--- src/rtl/core/bfa_pkg.sv ---
`default_nettype none
package bfa_pkg;

    localparam int ARENA_BYTES_DEF  = 32768;
    localparam int HEADER_BYTES_DEF = 16;
    localparam int MAX_BLOCKS_DEF   = 64;

    localparam logic [1:0] ST_OK      = 2'd0;
    localparam logic [1:0] ST_NOSPACE = 2'd1;
    localparam logic [1:0] ST_BAD     = 2'd2;

    localparam logic REQ_ALLOC = 1'b0;
    localparam logic REQ_FREE  = 1'b1;

    // one row of the block table
    typedef struct packed {
        logic [14:0] off;
        logic [15:0] size;
        logic        free;
    } t_entry;

endpackage
`default_nettype wire

--- src/rtl/core/bfa_if.sv ---
`default_nettype none
interface bfa_req_if;
    logic        valid;
    logic        ready;
    logic        req_type;
    logic [15:0] req_size;
    logic [14:0] block_addr;

    modport source(output valid, req_type, req_size, block_addr, input ready);
    modport sink(input valid, req_type, req_size, block_addr, output ready);
endinterface

interface bfa_rsp_if;
    logic        valid;
    logic        ready;
    logic [1:0]  status;
    logic [14:0] payload_addr;

    modport source(output valid, status, payload_addr, input ready);
    modport sink(input valid, status, payload_addr, output ready);
endinterface
`default_nettype wire

--- src/rtl/core/bfa_table.sv ---
`default_nettype none
module bfa_table #(
    parameter int DEPTH = bfa_pkg::MAX_BLOCKS_DEF,
    parameter int IW    = $clog2(DEPTH)
) (
    input  wire logic            i_clk,
    input  wire logic            i_we,
    input  wire logic [IW-1:0]   i_waddr,
    input  wire bfa_pkg::t_entry i_wdata,
    input  wire logic [IW-1:0]   i_raddr,
    output bfa_pkg::t_entry      o_rdata
);

    bfa_pkg::t_entry mem [DEPTH];

    always_ff @(posedge i_clk) begin
        if (i_we) begin
            mem[i_waddr] <= i_wdata;
        end
        o_rdata <= mem[i_raddr];
    end

endmodule
`default_nettype wire

--- src/rtl/core/best_fit_block_allocator.sv ---
// Best-fit allocator over a byte arena: an address-ordered block table (offset,
// payload size, free mark) held in a single-port-read/single-port-write memory,
// plus a top pointer for never-used space. Requests arrive on i_req and each
// gives exactly one transaction on o_rsp. The block takes one request at a time;
// a sequencer walks the table one entry per cycle through the registered read
// port. An allocate that finds no exact fit scans every live entry, then decides
// between the best free block, a carve from the top region and no space, and
// then loads the response register; an exact fit leaves the scan early. A free
// scans to the match, reads the successor, merges, shifts the table tail down
// one entry per cycle to close holes, then writes back or reclaims the tail
// and loads the response. A free of an unknown address answers after scanning
// every live entry. The block is ready again as soon as the response register
// is loaded; a response that is not taken downstream stalls the sequencer in
// its respond state.
// The live count, the number of live blocks, is at most MAX_BLOCKS. No clearing pass is
// needed after reset: only rows below the live count are ever read.
`default_nettype none
module best_fit_block_allocator #(
    parameter int ARENA_BYTES  = bfa_pkg::ARENA_BYTES_DEF,
    parameter int HEADER_BYTES = bfa_pkg::HEADER_BYTES_DEF,
    parameter int MAX_BLOCKS   = bfa_pkg::MAX_BLOCKS_DEF
) (
    input  wire logic  i_clk,
    input  wire logic  i_rst_n,
    bfa_req_if.sink    i_req,
    bfa_rsp_if.source  o_rsp
);

    localparam int IW = $clog2(MAX_BLOCKS);
    localparam int CW = $clog2(MAX_BLOCKS + 1);
    localparam logic [16:0]   ARENA17 = 17'(ARENA_BYTES);
    localparam logic [16:0]   HDR17   = 17'(HEADER_BYTES);
    localparam logic [15:0]   HDR16   = 16'(HEADER_BYTES);
    localparam logic [CW-1:0] MAXC    = CW'(MAX_BLOCKS);

    // sequencer states
    typedef enum logic [7:0] {
        S_IDLE   = 8'b0000_0001,
        S_SCAN   = 8'b0000_0010,
        S_DECIDE = 8'b0000_0100,
        S_NEXT   = 8'b0000_1000,
        S_MERGE  = 8'b0001_0000,
        S_SHIFT  = 8'b0010_0000,
        S_FIN    = 8'b0100_0000,
        S_RESP   = 8'b1000_0000
    } t_state;

    t_state r_state, n_state;

    // latched request
    logic        r_type, n_type;
    logic [15:0] r_req, n_req;
    logic [14:0] r_addr, n_addr;

    // arena bookkeeping
    logic [CW-1:0] r_count, n_count;
    logic [15:0]   r_top, n_top;

    // table walk
    logic [CW-1:0] r_ptr, n_ptr;
    logic          r_pend, n_pend;
    logic [IW-1:0] r_pidx, n_pidx;

    // best fit tracking
    logic            r_have, n_have;
    logic [IW-1:0]   r_best_idx, n_best_idx;
    bfa_pkg::t_entry r_best, n_best;

    // free and merge
    bfa_pkg::t_entry r_cur, n_cur;
    bfa_pkg::t_entry r_prev, n_prev;
    logic            r_prev_ok, n_prev_ok;
    logic [IW-1:0]   r_idx, n_idx;
    logic            r_nfree, n_nfree;
    logic [15:0]     r_sum, n_sum;
    logic [1:0]      r_k, n_k;
    logic [IW-1:0]   r_fidx, n_fidx;
    bfa_pkg::t_entry r_fin, n_fin;

    // result
    logic [1:0]  r_st, n_st;
    logic [14:0] r_pa, n_pa;
    logic        r_out_valid, n_out_valid;
    logic [1:0]  r_out_st, n_out_st;
    logic [14:0] r_out_pa, n_out_pa;

    // memory port
    logic            mem_we;
    logic [IW-1:0]   mem_waddr;
    bfa_pkg::t_entry mem_wdata;
    logic [IW-1:0]   mem_raddr;
    bfa_pkg::t_entry q;

    bfa_table #(
        .DEPTH (MAX_BLOCKS),
        .IW    (IW)
    ) u_table (
        .i_clk   (i_clk),
        .i_we    (mem_we),
        .i_waddr (mem_waddr),
        .i_wdata (mem_wdata),
        .i_raddr (mem_raddr),
        .o_rdata (q)
    );

    // shared datapath pieces
    logic          issue_ok;
    logic [15:0]   q_pay;
    logic [16:0]   room;
    logic          carve;
    logic          pfree;
    logic          nfree;
    logic [CW-1:0] newc;
    logic [15:0]   top_pay;
    logic [15:0]   best_pay;

    assign issue_ok = (r_ptr < r_count);
    assign q_pay    = {1'b0, q.off} + HDR16;
    assign room     = ({1'b0, r_top} <= ARENA17) ? (ARENA17 - {1'b0, r_top}) : 17'd0;
    assign carve    = (!r_have || ({1'b0, r_best.size} > room))
                      && (({1'b0, r_req} + HDR17) <= room) && (r_count < MAXC);
    assign pfree    = r_prev_ok && r_prev.free;
    assign nfree    = r_pend && q.free;
    assign newc     = r_count - CW'(r_k);
    assign top_pay  = {1'b0, r_top[14:0]} + HDR16;
    assign best_pay = {1'b0, r_best.off} + HDR16;

    assign i_req.ready  = (r_state == S_IDLE);
    assign o_rsp.valid  = r_out_valid;
    assign o_rsp.status = r_out_st;
    assign o_rsp.payload_addr = r_out_pa;

    always_comb begin
        n_state = r_state;
        n_type = r_type;
        n_req = r_req;
        n_addr = r_addr;
        n_count = r_count;
        n_top = r_top;
        n_ptr = r_ptr;
        n_pend = r_pend;
        n_pidx = r_pidx;
        n_have = r_have;
        n_best_idx = r_best_idx;
        n_best = r_best;
        n_cur = r_cur;
        n_prev = r_prev;
        n_prev_ok = r_prev_ok;
        n_idx = r_idx;
        n_nfree = r_nfree;
        n_sum = r_sum;
        n_k = r_k;
        n_fidx = r_fidx;
        n_fin = r_fin;
        n_st = r_st;
        n_pa = r_pa;
        n_out_valid = r_out_valid;
        n_out_st = r_out_st;
        n_out_pa = r_out_pa;
        mem_we = 1'b0;
        mem_waddr = r_pidx;
        mem_wdata = q;
        mem_raddr = r_ptr[IW-1:0];

        // response taken downstream
        if (r_out_valid && o_rsp.ready) begin
            n_out_valid = 1'b0;
        end

        unique case (r_state)
            S_IDLE: begin
                if (i_req.valid) begin
                    n_type = i_req.req_type;
                    n_req = i_req.req_size;
                    n_addr = i_req.block_addr;
                    n_ptr = '0;
                    n_pend = 1'b0;
                    n_have = 1'b0;
                    n_prev_ok = 1'b0;
                    if (i_req.req_type == bfa_pkg::REQ_ALLOC
                        && (i_req.req_size == 16'd0 || {1'b0, i_req.req_size} > ARENA17)) begin
                        n_st = bfa_pkg::ST_BAD;
                        n_pa = '0;
                        n_state = S_RESP;
                    end else begin
                        n_state = S_SCAN;
                    end
                end
            end
            S_SCAN: begin
                // read one entry ahead, evaluate the one that just came back
                if (issue_ok) begin
                    n_ptr = r_ptr + 1'b1;
                    n_pend = 1'b1;
                    n_pidx = r_ptr[IW-1:0];
                end else begin
                    n_pend = 1'b0;
                end
                if (r_pend) begin
                    if (r_type == bfa_pkg::REQ_ALLOC) begin
                        if (q.free && q.size == r_req) begin
                            mem_we = 1'b1;
                            mem_waddr = r_pidx;
                            mem_wdata = '{off: q.off, size: q.size, free: 1'b0};
                            n_st = bfa_pkg::ST_OK;
                            n_pa = q_pay[14:0];
                            n_state = S_RESP;
                        end else if (q.free && q.size > r_req
                                     && (!r_have || q.size < r_best.size)) begin
                            n_have = 1'b1;
                            n_best = q;
                            n_best_idx = r_pidx;
                        end
                    end else begin
                        if (q_pay == {1'b0, r_addr}) begin
                            if (q.free) begin
                                n_st = bfa_pkg::ST_BAD;
                                n_pa = '0;
                                n_state = S_RESP;
                            end else begin
                                n_cur = '{off: q.off, size: q.size, free: 1'b1};
                                n_idx = r_pidx;
                                n_state = S_NEXT;
                            end
                        end else begin
                            n_prev = q;
                            n_prev_ok = 1'b1;
                        end
                    end
                end else if (!issue_ok) begin
                    if (r_type == bfa_pkg::REQ_ALLOC) begin
                        n_state = S_DECIDE;
                    end else begin
                        n_st = bfa_pkg::ST_BAD;
                        n_pa = '0;
                        n_state = S_RESP;
                    end
                end
            end
            S_DECIDE: begin
                if (carve) begin
                    mem_we = 1'b1;
                    mem_waddr = r_count[IW-1:0];
                    mem_wdata = '{off: r_top[14:0], size: r_req, free: 1'b0};
                    n_count = r_count + 1'b1;
                    n_top = 16'({1'b0, r_top} + {1'b0, r_req} + HDR17);
                    n_st = bfa_pkg::ST_OK;
                    n_pa = top_pay[14:0];
                end else if (r_have) begin
                    mem_we = 1'b1;
                    mem_waddr = r_best_idx;
                    mem_wdata = '{off: r_best.off, size: r_best.size, free: 1'b0};
                    n_st = bfa_pkg::ST_OK;
                    n_pa = best_pay[14:0];
                end else begin
                    n_st = bfa_pkg::ST_NOSPACE;
                    n_pa = '0;
                end
                n_state = S_RESP;
            end
            S_NEXT: begin
                // successor row arrives now if it exists
                n_nfree = nfree;
                n_sum = r_cur.size + (nfree ? (q.size + HDR16) : 16'd0);
                n_pend = 1'b0;
                n_state = S_MERGE;
            end
            S_MERGE: begin
                if (pfree) begin
                    n_fin = '{off: r_prev.off, size: r_prev.size + r_sum + HDR16, free: 1'b1};
                    n_fidx = r_idx - 1'b1;
                end else begin
                    n_fin = '{off: r_cur.off, size: r_sum, free: 1'b1};
                    n_fidx = r_idx;
                end
                n_k = {1'b0, pfree} + {1'b0, r_nfree};
                n_ptr = CW'(r_idx) + 1'b1 + CW'(r_nfree);
                n_pend = 1'b0;
                n_state = S_SHIFT;
            end
            S_SHIFT: begin
                // close the hole: row j+k moves down to row j
                if (issue_ok) begin
                    n_ptr = r_ptr + 1'b1;
                    n_pend = 1'b1;
                    n_pidx = r_ptr[IW-1:0];
                end else begin
                    n_pend = 1'b0;
                end
                if (r_pend) begin
                    mem_we = 1'b1;
                    mem_waddr = r_pidx - IW'(r_k);
                    mem_wdata = q;
                end else if (!issue_ok) begin
                    n_state = S_FIN;
                end
            end
            S_FIN: begin
                // a free block at the table end goes back to the top region
                if (CW'(r_fidx) + 1'b1 == newc) begin
                    n_count = newc - 1'b1;
                    n_top = {1'b0, r_fin.off};
                end else begin
                    mem_we = 1'b1;
                    mem_waddr = r_fidx;
                    mem_wdata = r_fin;
                    n_count = newc;
                end
                n_st = bfa_pkg::ST_OK;
                n_pa = '0;
                n_state = S_RESP;
            end
            S_RESP: begin
                if (!r_out_valid || o_rsp.ready) begin
                    n_out_valid = 1'b1;
                    n_out_st = r_st;
                    n_out_pa = r_pa;
                    n_state = S_IDLE;
                end
            end
            default: begin
                n_state = S_IDLE;
            end
        endcase
    end

    always_ff @(posedge i_clk) begin
        if (!i_rst_n) begin
            r_state <= S_IDLE;
            r_count <= '0;
            r_top <= '0;
            r_pend <= 1'b0;
            r_out_valid <= 1'b0;
        end else begin
            r_state <= n_state;
            r_count <= n_count;
            r_top <= n_top;
            r_pend <= n_pend;
            r_out_valid <= n_out_valid;
        end
        r_type <= n_type;
        r_req <= n_req;
        r_addr <= n_addr;
        r_ptr <= n_ptr;
        r_pidx <= n_pidx;
        r_have <= n_have;
        r_best_idx <= n_best_idx;
        r_best <= n_best;
        r_cur <= n_cur;
        r_prev <= n_prev;
        r_prev_ok <= n_prev_ok;
        r_idx <= n_idx;
        r_nfree <= n_nfree;
        r_sum <= n_sum;
        r_k <= n_k;
        r_fidx <= n_fidx;
        r_fin <= n_fin;
        r_st <= n_st;
        r_pa <= n_pa;
        r_out_st <= n_out_st;
        r_out_pa <= n_out_pa;
    end

`ifndef SYNTHESIS
    a_count_bound: assert property (@(posedge i_clk) disable iff (!i_rst_n)
        r_count <= MAXC) else $error("block count above table depth");

    a_top_bound: assert property (@(posedge i_clk) disable iff (!i_rst_n)
        {1'b0, r_top} <= ARENA17) else $error("top pointer beyond arena");

    a_fail_no_addr: assert property (@(posedge i_clk) disable iff (!i_rst_n)
        (o_rsp.valid && o_rsp.status != bfa_pkg::ST_OK) |-> o_rsp.payload_addr == 15'd0)
        else $error("failed transaction carries an address");

    a_busy_after_req: assert property (@(posedge i_clk) disable iff (!i_rst_n)
        (i_req.valid && i_req.ready) |=> r_state != S_IDLE)
        else $error("request accepted but sequencer idle");
`endif

endmodule
`default_nettype wire
--- src/flat_wrapper.sv ---
// flat-port wrapper written by rule: the top's interface ports become plain ports
module best_fit_block_allocator_flat 
#(
    parameter int ARENA_BYTES  = bfa_pkg::ARENA_BYTES_DEF,
    parameter int HEADER_BYTES = bfa_pkg::HEADER_BYTES_DEF,
    parameter int MAX_BLOCKS   = bfa_pkg::MAX_BLOCKS_DEF
)
  (i_clk, i_rst_n, i_req_valid, i_req_req_type, i_req_req_size, i_req_block_addr, i_req_ready, o_rsp_valid, o_rsp_status, o_rsp_payload_addr, o_rsp_ready);
  bfa_req_if i_req_i ();
  bfa_rsp_if o_rsp_i ();
  input  wire logic i_clk;
  input  wire logic i_rst_n;
  input wire logic [$bits(i_req_i.valid)-1:0] i_req_valid;
  input wire logic [$bits(i_req_i.req_type)-1:0] i_req_req_type;
  input wire logic [$bits(i_req_i.req_size)-1:0] i_req_req_size;
  input wire logic [$bits(i_req_i.block_addr)-1:0] i_req_block_addr;
  output wire logic [$bits(i_req_i.ready)-1:0] i_req_ready;
  output wire logic [$bits(o_rsp_i.valid)-1:0] o_rsp_valid;
  output wire logic [$bits(o_rsp_i.status)-1:0] o_rsp_status;
  output wire logic [$bits(o_rsp_i.payload_addr)-1:0] o_rsp_payload_addr;
  input wire logic [$bits(o_rsp_i.ready)-1:0] o_rsp_ready;
  assign i_req_i.valid = i_req_valid;
  assign i_req_i.req_type = i_req_req_type;
  assign i_req_i.req_size = i_req_req_size;
  assign i_req_i.block_addr = i_req_block_addr;
  assign i_req_ready = i_req_i.ready;
  assign o_rsp_valid = o_rsp_i.valid;
  assign o_rsp_status = o_rsp_i.status;
  assign o_rsp_payload_addr = o_rsp_i.payload_addr;
  assign o_rsp_i.ready = o_rsp_ready;
  best_fit_block_allocator #(.ARENA_BYTES(ARENA_BYTES), .HEADER_BYTES(HEADER_BYTES), .MAX_BLOCKS(MAX_BLOCKS)) u_core (.i_clk(i_clk), .i_rst_n(i_rst_n), .i_req(i_req_i), .o_rsp(o_rsp_i));
endmodule
--- config.mk ---
export PLATFORM = sky130hd
export DESIGN_NAME = best_fit_block_allocator_flat
export DESIGN_NICKNAME = d
export VERILOG_FILES = /design/src/rtl/core/bfa_pkg.sv /design/src/rtl/core/bfa_if.sv /design/src/rtl/core/bfa_table.sv /design/src/rtl/core/best_fit_block_allocator.sv /design/src/flat_wrapper.sv
export SDC_FILE = /design/constraint.sdc
export NUM_CORES = 2
export LEC_CHECK = 0
export BUFFER_PORTS_ARGS = -buffer_cell sky130_fd_sc_hd__buf_2
export CORE_MARGIN = 8
export CORE_UTILIZATION = 50
export CTS_CLUSTER_SIZE = 8
export DETAILED_ROUTE_END_ITERATION = 8
export GPL_TIMING_DRIVEN = 0
export PLACE_DENSITY = 0.72
export SLEW_MARGIN = 10
export SYNTH_ARGS = -nofsm -noshare
export SYNTH_HDL_FRONTEND = slang
export SYNTH_SLANG_ARGS = --single-unit
--- constraint.sdc ---
create_clock -name i_clk -period 18.99 [get_ports i_clk]
set_input_delay 1.899 -clock i_clk [delete_from_list [all_inputs] [get_ports i_clk]]
set_output_delay 1.899 -clock i_clk [all_outputs]
set_load 0.01 [all_outputs]
==> results.toml <==
[cells_and_area]
final_area_um2 = 112000
drive_above_1_share = 0.174
nets = 6081
n_fill_cell = 13700
syn2layout_area_growth_pct = 16.3

[worst_setup_path]
crit_chain = "or4_4 -> nand2b_1 -> nor3_1 -> nor2_1 -> o21ai_0 -> clkbuf_1 -> nand2_1 -> ha_1 -> nand3_1 -> o221ai_1 -> nor3_1 -> a2111oi_1 -> nand2_1 -> o21ai_0 -> a2bb2oi_1 -> nand3_1 -> nor2_4 -> buf_16"
critPathLaunchType = "flop"
cpPeakStageDelay_ns = 1.00
crit_buf_inv = 2
cp-end-kind = "flop"
cp_top_family = "simple AND/OR/NAND/NOR gates"
worst_path_max_delay_cell = "nand3_1"
critical_path_class = "flop to flop"
r2r_setup_slack_ns = 10.68
r2r_end = "u_core.u_table.mem[40][15]$_DFFE_PP_"
cp.required_ns = 19.59
arrival_ns = 8.91
r2r_start = "u_core.r_top[0]$_SDFFE_PN0P_"
worst_r2r_path_depth = 18
cp_max_fo = 17
cp.depth = 18

[clock_network]
cts_max_level = 5
cts.reportedPaths.clkPinSlew_ns = 0.05
insertion_delay_ns = 0.95
clock-sinks = 2356
root_buffer = "clkbuf_16"
cts_tree = "yes"
cts_resized = 0
cts_buffers = 345
cts_max_path_buffers = 4
cts.hold.buffers_added = 0
postCtsSetupRepairBufs = 0

[hold_path]
whs_path_depth = 0
hp-start = "u_core.r_pa[10]$_DFFE_PP_"
min_to = "u_core.o_rsp.payload_addr[10]$_DFFE_PP_"
hp-class = "flop to flop"

[synth]
yosysTopAreaCellShare = 0.715
ys_dominant_reg_cell = "edfxtp_1"
ys_ff_latch = 2356
synth_fp_nets = 5572
synth_cells = 5369
yosys.area.top_type = "edfxtp_1"
async_reset_ff_frac = 0
avgSynthCellArea_um2 = 17.9
ys_types = 83
yosys_warnings = 0
seq_area_frac_synth = 0.728
yosys-top-cells-area = "edfxtp_1 (71%), mux4_2 (7.4%), mux2i_1 (5.0%), ha_1 (2.1%), o221ai_1 (2.1%)"
netlist_area_um2 = 96300
synth_edf_count = 2291

[timing]
worst_slack_ns = 10.68
finalMaxSlewViolations = 0
maxSlewHeadroom = 0.0890
period_needed_ns = 8.31
worstMarginPinSlew_ns = 1.37
fin_worst_skew_ns = 0.107
fmax_mhz = 120
period_share = 0.438
rsz0062_at_grt = "no"
finalHoldViolCount = 0
setup_viol = 0
final.setup.tns_ns = 0

[floorplan]
die_w_um = 455
top_level_ports = 55
start_util = 0.501
dieArea_um2 = 207000
fp.dieH_um = 455
core_um2 = 192000
rows = 161

[detailed_routing]
wl_um = 285000
routed_via_density = 6.65
firstDrtPassIters = 6
dr_total_vias = 56400
drc = 0
wl_per_cell_um = 33.6
drtIter0Drc = 7943
ant_nets = 0

[global_route]
grt_use_total = 0.270
grt_start_max_net_pins = 65
grt_pass1_wl_um = 401000
globalRouteOverflowTotal = 0
grt_pass1_vias = 55800
antenna_found_initial = 27

[placed_design]
gp_congestion = 0.932
place_ws_ns = 11.12
placed_area_um2 = 103000
io_buffers = 54
dp_hpwl_um = 190000

[flow_run]
drv_cap = 0

[power]
power.density_nw_per_um2 = 157
leakage_nw = 36.8
irDropWorstVdd_v = 0.0000988

[outcome]
status = "complete, no violations"
power breakdown:
group	total (W)	switching (W)	internal (W)
logic	0.00550	0.00384	0.00166
clock network	0.00536	0.00206	0.00330
registers	0.00669	0.000164	0.00653
total	0.0176	0.00607	0.0115
registers in the layout (all words and copies together), names as in the netlist, 8 cells and up:
| signal | count |
|---|---|
| u_core.r_best | 31 |
| u_core.r_addr | 15 |
| u_core.r_prev | 32 |
| u_core.r_sum | 16 |
| u_core.r_pa | 15 |
| u_core.r_state | 8 |
| u_core.u_table.o_rdata | 32 |
| u_core.o_rsp.payload_addr | 15 |
| u_core.r_fin | 31 |
| u_core.r_top | 16 |
| u_core.u_table.mem | 2048 |
| u_core.r_cur | 31 |
| u_core.r_req | 16 |
layout make-up:
class	count	area, um^2	share of cell area
Inverter	100	375	0.00335
Buffer	279	1090	0.00975
Timing Repair Buffer	162	2560	0.0229
Sequential cell	2356	70100	0.626
Antenna cell	13	32.5	0.000291
Tap cell	2526	3160	0.0282
Clock buffer	404	9060	0.0809
Multi-Input combinational cell	2634	25500	0.227
Clock inverter	8	93.8	0.000838
logic make-up after synthesis:
family	count (synthesis)	share of synthesized area
AO/OA/AOI/OAI	822	0.0608
XOR/XNOR	150	0.0148
adder cells (fa/ha/maj)	167	0.0221
buffers and inverters	379	0.0150
flip-flops	2356	0.728
multiplexers	817	0.126
AND/OR/NAND/NOR	678	0.0328
worst max-delay path by stage:
stage | startpoint | end | slack, ns
6_report | u_core.r_top[0]$_SDFFE_PN0P_ | u_core.u_table.mem[40][15]$_DFFE_PP_ | 10.68
2_1_floorplan | u_core.r_top[0]$_SDFFE_PN0P_ | u_core.u_table.mem[0][15]$_DFFE_PP_ | 12.27
4_1_cts | u_core.r_top[0]$_SDFFE_PN0P_ | u_core.u_table.mem[40][15]$_DFFE_PP_ | 11.06
3_3_place_gp | u_core.r_top[0]$_SDFFE_PN0P_ | u_core.u_table.mem[34][15]$_DFFE_PP_ | 6.59
5_1_grt | u_core.r_top[0]$_SDFFE_PN0P_ | u_core.u_table.mem[42][15]$_DFFE_PP_ | 10.36
3_5_place_dp | u_core.r_top[0]$_SDFFE_PN0P_ | u_core.u_table.mem[40][15]$_DFFE_PP_ | 11.12
synth_stat cells, drive strengths merged (19+ instances only):
master,number
a21o,23
o221ai,233
nand4,24
ha,162
xor2,44
o21ai,82
inv,100
nand2,266
xnor2,98
mux2i,482
o22ai,118
edfxtp,2291
nand3,87
and3,19
a21oi,181
dfxtp,65
nor4,20
clkbuf,195
buf,84
nor2,146
mux4,317
nor2b,19
nor3,37
per-stage QoR:
step | hold slack [ns] | instances | utilization | total power (W)
floorplan | 0.400 | 5369 | - | 0.00957
global placement | 0.402 | 7949 | 0.519 | 0.0119
detailed placement | 0.405 | 8055 | 0.535 | 0.0121
CTS | 0.418 | 8467 | 0.583 | 0.0174
global route | 0.420 | 8469 | 0.583 | 0.0179
finish | 0.414 | 8482 | 0.583 | 0.0176
cells in the final DEF, fill, tap and decap left out, types with 15 or more instances in the layout:
cell,instances
edfxtp_1,2291
mux2i_1,482
clkbuf_16,354
mux4_2,317
nand2_1,246
clkbuf_1,233
o221ai_1,231
a21oi_1,181
ha_1,162
o22ai_1,118
xnor2_1,98
inv_1,97
nand3_1,83
o21ai_0,81
nor2_1,81
buf_12,76
buf_2,73
nor2_4,65
dfxtp_1,65
buf_1,62
xor2_1,44
nor3_1,34
buf_16,25
nand4_1,24
a21o_1,23
and3_1,19
nor4_1,18
a222oi_1,18
mux2_2,18
nor2b_1,17
o211ai_1,17
a211oi_1,16
a22oi_1,15
nand2_4,15
metal layers:
layer / routed length (um) / global-route usage / part of all wire / up-vias
li1: - / - / - / 22900
met2: 129000 / 0.412 / 0.45 / 4011
met3: 34800 / 0.0751 / 0.12 / 788
met1: 103000 / 0.352 / 0.36 / 28700
met5: 76 / 0 / 0.00027 / -
met4: 18600 / 0.153 / 0.065 / 14
(Power assumes the default switching activity.)
